--- src/rtl/nfabm_pkg.sv ---
// Package with shared constants, codes and types of the NFA bit-vector matcher.
package nfabm_pkg;

  localparam int NUM_STATES_DEF  = 64;
  localparam int NUM_SYMBOLS_DEF = 16;

  localparam int OP_W    = 3;
  localparam int SYMBOL_W = 4;
  localparam int STATE_W = 6;

  localparam logic [OP_W-1:0] OP_CLEAR     = 3'd0;
  localparam logic [OP_W-1:0] OP_ADD_TRANS = 3'd1;
  localparam logic [OP_W-1:0] OP_SET_INIT  = 3'd2;
  localparam logic [OP_W-1:0] OP_SET_FINAL = 3'd3;
  localparam logic [OP_W-1:0] OP_SAMPLE    = 3'd4;
  localparam logic [OP_W-1:0] OP_EMPTY     = 3'd5;

  typedef enum logic [1:0] {
    ST_IDLE,
    ST_WRITE,
    ST_SWEEP,
    ST_UPDATE
  } ctrl_state_t;

  typedef struct packed {
    logic clear;
    logic read;
    logic write;
    logic set_init;
    logic set_final;
    logic load_init;
    logic update;
  } cell_ctrl_t;

endpackage

--- src/rtl/nfabm_cell.sv ---
// One state cell: successor rows of its state, its flags and one stage of the OR chain.
module nfabm_cell #(
  parameter int NUM_STATES  = nfabm_pkg::NUM_STATES_DEF,
  parameter int NUM_SYMBOLS = nfabm_pkg::NUM_SYMBOLS_DEF,
  localparam int SYM_W      = (NUM_SYMBOLS > 1) ? $clog2(NUM_SYMBOLS) : 1
) (
  input  logic                   clk,
  input  logic                   rst,
  input  nfabm_pkg::cell_ctrl_t  ctrl,
  input  logic                   sel,
  input  logic [SYM_W-1:0]       idx,
  input  logic                   sym_ok,
  input  logic [NUM_STATES-1:0]  to_mask,
  input  logic [NUM_STATES-1:0]  part_in,
  input  logic                   next_active,
  output logic [NUM_STATES-1:0]  part_out,
  output logic                   init_bit,
  output logic                   final_bit
);

  logic [NUM_STATES-1:0] mem [NUM_SYMBOLS];
  logic [NUM_STATES-1:0] row;
  logic                  active;

  always_ff @(posedge clk) begin
    if (rst || ctrl.clear) begin
      init_bit  <= 1'b0;
      final_bit <= 1'b0;
      active    <= 1'b0;
    end else begin
      if (ctrl.set_init && sel) begin
        init_bit <= 1'b1;
      end
      if (ctrl.set_final && sel) begin
        final_bit <= 1'b1;
      end
      if (ctrl.load_init) begin
        active <= init_bit;
      end else if (ctrl.update) begin
        active <= next_active;
      end
    end
  end

  always_ff @(posedge clk) begin
    if (rst || ctrl.clear) begin
      for (int j = 0; j < NUM_SYMBOLS; j++) begin
        mem[j] <= '0;
      end
    end else if (ctrl.write && sel) begin
      mem[idx] <= row | to_mask;
    end
  end

  always_ff @(posedge clk) begin
    if (ctrl.read) begin
      row <= sym_ok ? mem[idx] : '0;
    end
  end

  always_ff @(posedge clk) begin
    part_out <= part_in | (active ? row : '0);
  end

endmodule

--- config.mk ---
export PLATFORM = sky130hd
export DESIGN_NAME = nfabm_cell
export DESIGN_NICKNAME = d
export VERILOG_FILES = /design/src/rtl/nfabm_pkg.sv /design/src/rtl/nfabm_cell.sv
export SDC_FILE = /design/constraint.sdc
export NUM_CORES = 1
export LEC_CHECK = 0
export ABC_CLOCK_PERIOD_IN_PS = 6700
export BUFFER_PORTS_ARGS = -buffer_cell sky130_fd_sc_hd__buf_2
export CAP_MARGIN = 25
export CORE_ASPECT_RATIO = 0.7
export CORE_MARGIN = 4
export CORE_UTILIZATION = 65
export CTS_BUF_LIST = sky130_fd_sc_hd__clkbuf_8
export DETAILED_ROUTE_END_ITERATION = 12
export GPL_ROUTABILITY_DRIVEN = 1
export GPL_TIMING_DRIVEN = 0
export PLACE_DENSITY = 0.92
export SLEW_MARGIN = 20
export SYNTH_ARGS = -nofsm -noshare
export SYNTH_HDL_FRONTEND = slang
export SYNTH_SLANG_ARGS = --single-unit
--- constraint.sdc ---
create_clock -name clk -period 6.7 [get_ports clk]
set_input_delay 1.34 -clock clk [delete_from_list [all_inputs] [get_ports clk]]
set_output_delay 1.34 -clock clk [all_outputs]
set_load 0.005 [all_outputs]
# Word-level counts from Yosys, hierarchy flattened

Memories as Yosys holds them, arrays and structs flattened. A register that Yosys moved wholly into a read port is not among the register bits.
Cells that the tools add are included.

Output and inout bits: 66
Word-level logic and storage cells: 25
Bits of input ports: 144
Bits in writable memories: 1024
Register bits after elaboration: 67
Memories kept: 1

Bitwise logic cells: 2
Reduce and logical (&&, ||, !) cells: 7
Mux-type cells: 11

Memories:

| name | words | width | rd ports | clocked after memory_dff | wr ports | line             | RTL |
|---|---|---|---|---|---|---|---|
| mem  | 16    | 64    | 1        | 1                        | 16       | nfabm_cell.sv:21 | `logic [NUM_STATES-1:0] mem [NUM_SYMBOLS];` |

Operators by type and width:

| kind                | number |
|---|---|
| 64-bit 2-to-1 mux   | 2 |
| 64-bit bitwise OR   | 2 |
| 64-bit OR reduction | 1 |
| 1-bit 2-to-1 mux    | 8 |
| 4-bit 2-to-1 mux    | 1 |
| 1-bit logical AND   | 3 |
| 2-bit nonzero test  | 1 |
| 1-bit logical NOT   | 1 |
| 1-bit logical OR    | 1 |

# Depth between registers and ports, before layout

Depth in word-level cells: 6
Gate-level depth with buffers: 7
Depth with buffers taken out: 3

# Least setup slack after synthesis

No wires, ideal clock.

Kind: in2reg
Start point: in rst
End point: mem mem[7][0] in the netlist's numbering, enable pin
Stages: 6
Required time: 6.277 ns
Path slack: 2.627 ns
Buffers on the path: 3
Setup time: 0.423 ns
Arrival time: 3.649 ns
Path through: and4bb_2 > buf_6 > nand4_1 > buf_2 > buf_2 > nand2_1

RTL lines:

| what        | line             | RTL |
|---|---|---|
| from (decl) | nfabm_cell.sv:8  | `input logic rst,` |
| to (decl)   | nfabm_cell.sv:21 |  |

==> metrics.txt <==
# TYPE chip_impl_metric gauge
chip_impl_metric{name="hpwl",unit="mm"} 86.8
chip_impl_metric{name="relSlewSlack",unit="%"} 27.1
chip_impl_metric{name="antenna_violating_nets_left",unit=""} 0
chip_impl_metric{name="worst_tran_pin_value",unit="ns"} 1.08
chip_impl_metric{name="mapped_avg_cell_area",unit="um2"} 14.6
chip_impl_metric{name="clock_tree.buffer_depth",unit=""} 3
chip_impl_metric{name="post_synth_num_cell_types",unit=""} 32
chip_impl_metric{name="detail_route.wl_per_cell",unit="um"} 29.5
chip_impl_metric{name="syn_to_final_growth",unit="%"} 12.3
chip_impl_info{name="clock_tree_from_tritoncts",value="yes"} 1
chip_impl_metric{name="cts_made_buffers",unit=""} 162
chip_impl_metric{name="drt-met1-wl",unit="mm"} 45.0
chip_impl_info{name="yosysTopAreaCell",value="sky130_fd_sc_hd__edfxtp_1"} 1
chip_impl_info{name="worstSetupStartpointType",value="primary input"} 1
chip_impl_metric{name="n_fill_cell",unit=""} 3935
chip_impl_info{name="critical_path.slowest_cell",value="sky130_fd_sc_hd__buf_2"} 1
chip_impl_metric{name="num-nets-final",unit=""} 3827
chip_impl_metric{name="cts-htree-levels",unit=""} 4
chip_impl_metric{name="globalRouteOverflowTotal",unit=""} 0
chip_impl_metric{name="sinks_on_clock_net",unit=""} 1155
chip_impl_metric{name="vias_cell",unit=""} 6.91
chip_impl_metric{name="drt_iter0_drc",unit=""} 6303
chip_impl_metric{name="min_period",unit="ns"} 3.86
chip_impl_metric{name="antenna_found_initial",unit=""} 6
chip_impl_metric{name="grt_pass1_vias",unit=""} 33100
chip_impl_info{name="setup_repair_after_global_routing_missed_its_margin",value="false"} 1
chip_impl_metric{name="critical-path-max-stage-delay",unit="ns"} 0.49
chip_impl_metric{name="drt_pass1_iterations",unit=""} 8
chip_impl_metric{name="post_synth_inst_count",unit=""} 3294
chip_impl_info{name="clockRootBuffer",value="sky130_fd_sc_hd__clkbuf_8"} 1
chip_impl_metric{name="grt_use_total",unit="%"} 35.8
chip_impl_metric{name="yosys_warnings",unit=""} 0
chip_impl_metric{name="syn_area",unit="mm2"} 0.0480
chip_impl_metric{name="core-area",unit="mm2"} 0.0733
chip_impl_info{name="run_status",value="completed"} 1
chip_impl_metric{name="detailroute.via_count",unit=""} 33200
chip_impl_metric{name="slew_violations",unit=""} 0
chip_impl_metric{name="synth_sequential_area_ratio",unit="%"} 70.8
chip_impl_info{name="end_kind",value="flop"} 1
chip_impl_metric{name="clk_latency",unit="ns"} 0.87
chip_impl_metric{name="top_level_ports",unit=""} 210
chip_impl_metric{name="postCtsSetupBuffers",unit=""} 0
chip_impl_metric{name="placement.io_buffers",unit=""} 207
chip_impl_metric{name="worstPathBufferInverterCount",unit=""} 6
chip_impl_metric{name="critPathMaxFanout",unit=""} 45
chip_impl_info{name="worstPathCellList",value="buf_2 -> buf_6 -> buf_2 -> nand4b_1 -> buf_2 -> buf_2 -> nand2_4 -> buf_16"} 1
chip_impl_metric{name="global_route_wire_length_before_repair",unit="mm"} 207
chip_impl_info{name="top_signal_layer_used",value="met5"} 1
chip_impl_info{name="cp_common_cell",value="sky130_fd_sc_hd__buf_2"} 1
chip_impl_metric{name="ir_worst_vdd",unit="uV"} 173
chip_impl_metric{name="finalPower",unit="mW"} 14.8
chip_impl_metric{name="cts.clk_slew.worst_paths",unit="ns"} 0.07
chip_impl_metric{name="fin_worst_hold_slack",unit="ns"} 0.418
chip_impl_metric{name="maxClockFrequency",unit="MHz"} 259
chip_impl_metric{name="drive_gt1_share",unit="%"} 22.9
chip_impl_metric{name="synth_fp_nets",unit=""} 3438
chip_impl_metric{name="die-height",unit="um"} 235
chip_impl_metric{name="postSynthRegisterBits",unit=""} 1155
chip_impl_metric{name="power_density",unit="mW/mm2"} 274
chip_impl_metric{name="report.final.hold_viol_count",unit=""} 0
chip_impl_metric{name="drv.max_cap_violation_count",unit=""} 0
chip_impl_metric{name="power.static_leakage",unit="nW"} 21.8
chip_impl_metric{name="worst_ep_required_time",unit="ns"} 7.22
chip_impl_metric{name="horiz_die_dim",unit="um"} 333
chip_impl_metric{name="routed_wirelength",unit="mm"} 142
chip_impl_metric{name="cts.repair.resized",unit=""} 0
chip_impl_info{name="worst-setup-path-type",value="primary input to flop"} 1
chip_impl_metric{name="synth_top_cell_area_share",unit="%"} 68.0
chip_impl_metric{name="floorplan.rows",unit=""} 83
chip_impl_info{name="hp-class",value="flop to flop"} 1
chip_impl_metric{name="drc",unit=""} 0
chip_impl_metric{name="start_util",unit="%"} 65.5
chip_impl_metric{name="postLayoutCoreUtil",unit="%"} 73.5
chip_impl_metric{name="cts_hold_repair.buffers",unit=""} 0
chip_impl_metric{name="floorplan.die_area",unit="mm2"} 0.0784
chip_impl_metric{name="setup_tns",unit="ns"} 0
chip_impl_metric{name="gp_congestion",unit=""} 0.856
chip_impl_metric{name="grt_start_max_net_pins",unit=""} 50
chip_impl_metric{name="finalClockSkew",unit="ns"} 0.0596
chip_impl_metric{name="met2RoutedLength",unit="mm"} 63.1
chip_impl_info{name="cpLargestDelayFamily",value="buffers and inverters"} 1
chip_impl_metric{name="setup_violations",unit=""} 0
chip_impl_info{name="yosys-top-cells-area",value="sky130_fd_sc_hd__edfxtp_1 (68%), sky130_fd_sc_hd__nor2_1 (8.5%), sky130_fd_sc_hd__mux4_2 (6.0%)"} 1
chip_impl_metric{name="critical_path_arrival",unit="ns"} 4.38
chip_impl_metric{name="total_length_of_routed_met3_wires",unit="mm"} 25.0
chip_impl_metric{name="final_min_period_over_clock_period",unit="%"} 57.7
## cell usage after synthesis (all sizes together)
| library cell | count |
|---|---|
| and2 | 2 |
| and4bb | 1 |
| nand4bb | 4 |
| mux4 | 128 |
| nor2 | 1091 |
| buf | 180 |
| a21oi | 2 |
| a22o | 64 |
| nand2 | 18 |
| nor2b | 3 |
| a21o | 64 |
| edfxtp | 1088 |
| clkbuf | 114 |
| mux2i | 129 |
| nand4b | 8 |
| nand2b | 2 |
| mux2 | 128 |
| nor3 | 2 |
| a22oi | 64 |
| o31ai | 64 |
| dfxtp | 67 |
| o21ai | 1 |
| and3 | 1 |
| o22ai | 64 |
| and3b | 1 |
| nand4 | 4 |
## kinds of logic (layout without fill, tap and decap cells)
| group | Yosys count | after routing | synth area share (%) |
|---|---|---|---|
| AO/OA/AOI/OAI | 323 | 323 | 5.03 |
| buffers and inverters | 294 | 814 | 3.32 |
| flip-flops | 1155 | 1155 | 70.8 |
| multiplexers | 385 | 385 | 11.7 |
| other | 0 | 6 | 0 |
| AND/OR/NAND/NOR | 1137 | 1137 | 9.14 |
## metrics by stage
step	cell area [um2]	cells	worst slack, ns
detailed placement	50900	4496	2.30
global placement	50300	4478	0.351
global route	53900	4795	2.97
floorplan	48000	3294	2.63
CTS	53900	4791	3.15
finish	53900	4797	2.84
## metal layers
layer,vias to the layer above,track usage (%)
met2,3660,53.0
met3,748,14.0
met1,15900,46.4
li1,12900,-
met5,-,0
met4,2,18.8
## final timing paths
path | from | to | slack [ns] | cells after the start
setup / recovery | idx[1] | mem[13][31] | 2.84 | 8
hold / removal | row[32] | part_out[32] | 0.42 | 1
setup reg to reg | row[2] | mem[8][2] | 4.60 | 3
hold reg to reg | row[32] | part_out[32] | 0.42 | 1
## layout make-up
class | instances | area [um2] | share of cell area [%]
timing repair buffer | 225 | 1490 | 2.77
sequential | 1155 | 34000 | 63.1
clock buffer | 179 | 2460 | 4.57
buffer | 294 | 1600 | 2.96
tap | 977 | 1220 | 2.27
antenna | 6 | 15.0 | 0.0278
clock inverter | 116 | 576 | 1.07
multi-input combinational | 1845 | 12500 | 23.3
## report_power, final
group	total [mW]	internal, mW	switching (mW)
clock network	5.34	2.58	2.76
registers	8.32	8.20	0.117
logic	1.12	0.379	0.744
## sequential cells by signal, summed over array words and instances (netlist names)
signal / cells
init_bit: 1
row: 64
final_bit: 1
mem: 1024
part_out: 64
active: 1
## placed cells by master (no fill, tap or decap), types with 2 or more instances in the layout
master / count
sky130_fd_sc_hd__nor2_1: 1090
sky130_fd_sc_hd__edfxtp_1: 1088
sky130_fd_sc_hd__buf_2: 314
sky130_fd_sc_hd__clkbuf_8: 179
sky130_fd_sc_hd__mux2i_1: 129
sky130_fd_sc_hd__mux2_2: 128
sky130_fd_sc_hd__mux4_2: 128
sky130_fd_sc_hd__clkbuf_1: 111
sky130_fd_sc_hd__inv_1: 74
sky130_fd_sc_hd__dfxtp_1: 67
sky130_fd_sc_hd__a21o_1: 64
sky130_fd_sc_hd__a22o_1: 64
sky130_fd_sc_hd__o22ai_1: 64
sky130_fd_sc_hd__a22oi_1: 64
sky130_fd_sc_hd__o31ai_1: 64
sky130_fd_sc_hd__buf_6: 35
sky130_fd_sc_hd__buf_4: 26
sky130_fd_sc_hd__clkinv_1: 18
sky130_fd_sc_hd__nand2_4: 16
sky130_fd_sc_hd__buf_16: 14
sky130_fd_sc_hd__buf_1: 13
sky130_fd_sc_hd__clkinv_2: 13
sky130_fd_sc_hd__nand4b_1: 8
sky130_fd_sc_hd__diode_2: 6
sky130_fd_sc_hd__nand4_1: 4
sky130_fd_sc_hd__nand4bb_1: 4
sky130_fd_sc_hd__nor2b_1: 3
sky130_fd_sc_hd__inv_8: 3
sky130_fd_sc_hd__inv_6: 3
sky130_fd_sc_hd__bufinv_16: 3
sky130_fd_sc_hd__buf_12: 3
sky130_fd_sc_hd__clkbuf_2: 2
sky130_fd_sc_hd__and2_1: 2
sky130_fd_sc_hd__nand2b_1: 2
sky130_fd_sc_hd__a21oi_1: 2
sky130_fd_sc_hd__nor3_1: 2
sky130_fd_sc_hd__clkinvlp_4: 2
## worst reg2reg max path: cells and delay by family, from the launching register on
family,cells,cell delay (ns)
AND/OR/NAND/NOR,2,0.95
buffers and inverters,1,0.50
flip-flops,1,0.38
Power figures use the tool's default switching activity.
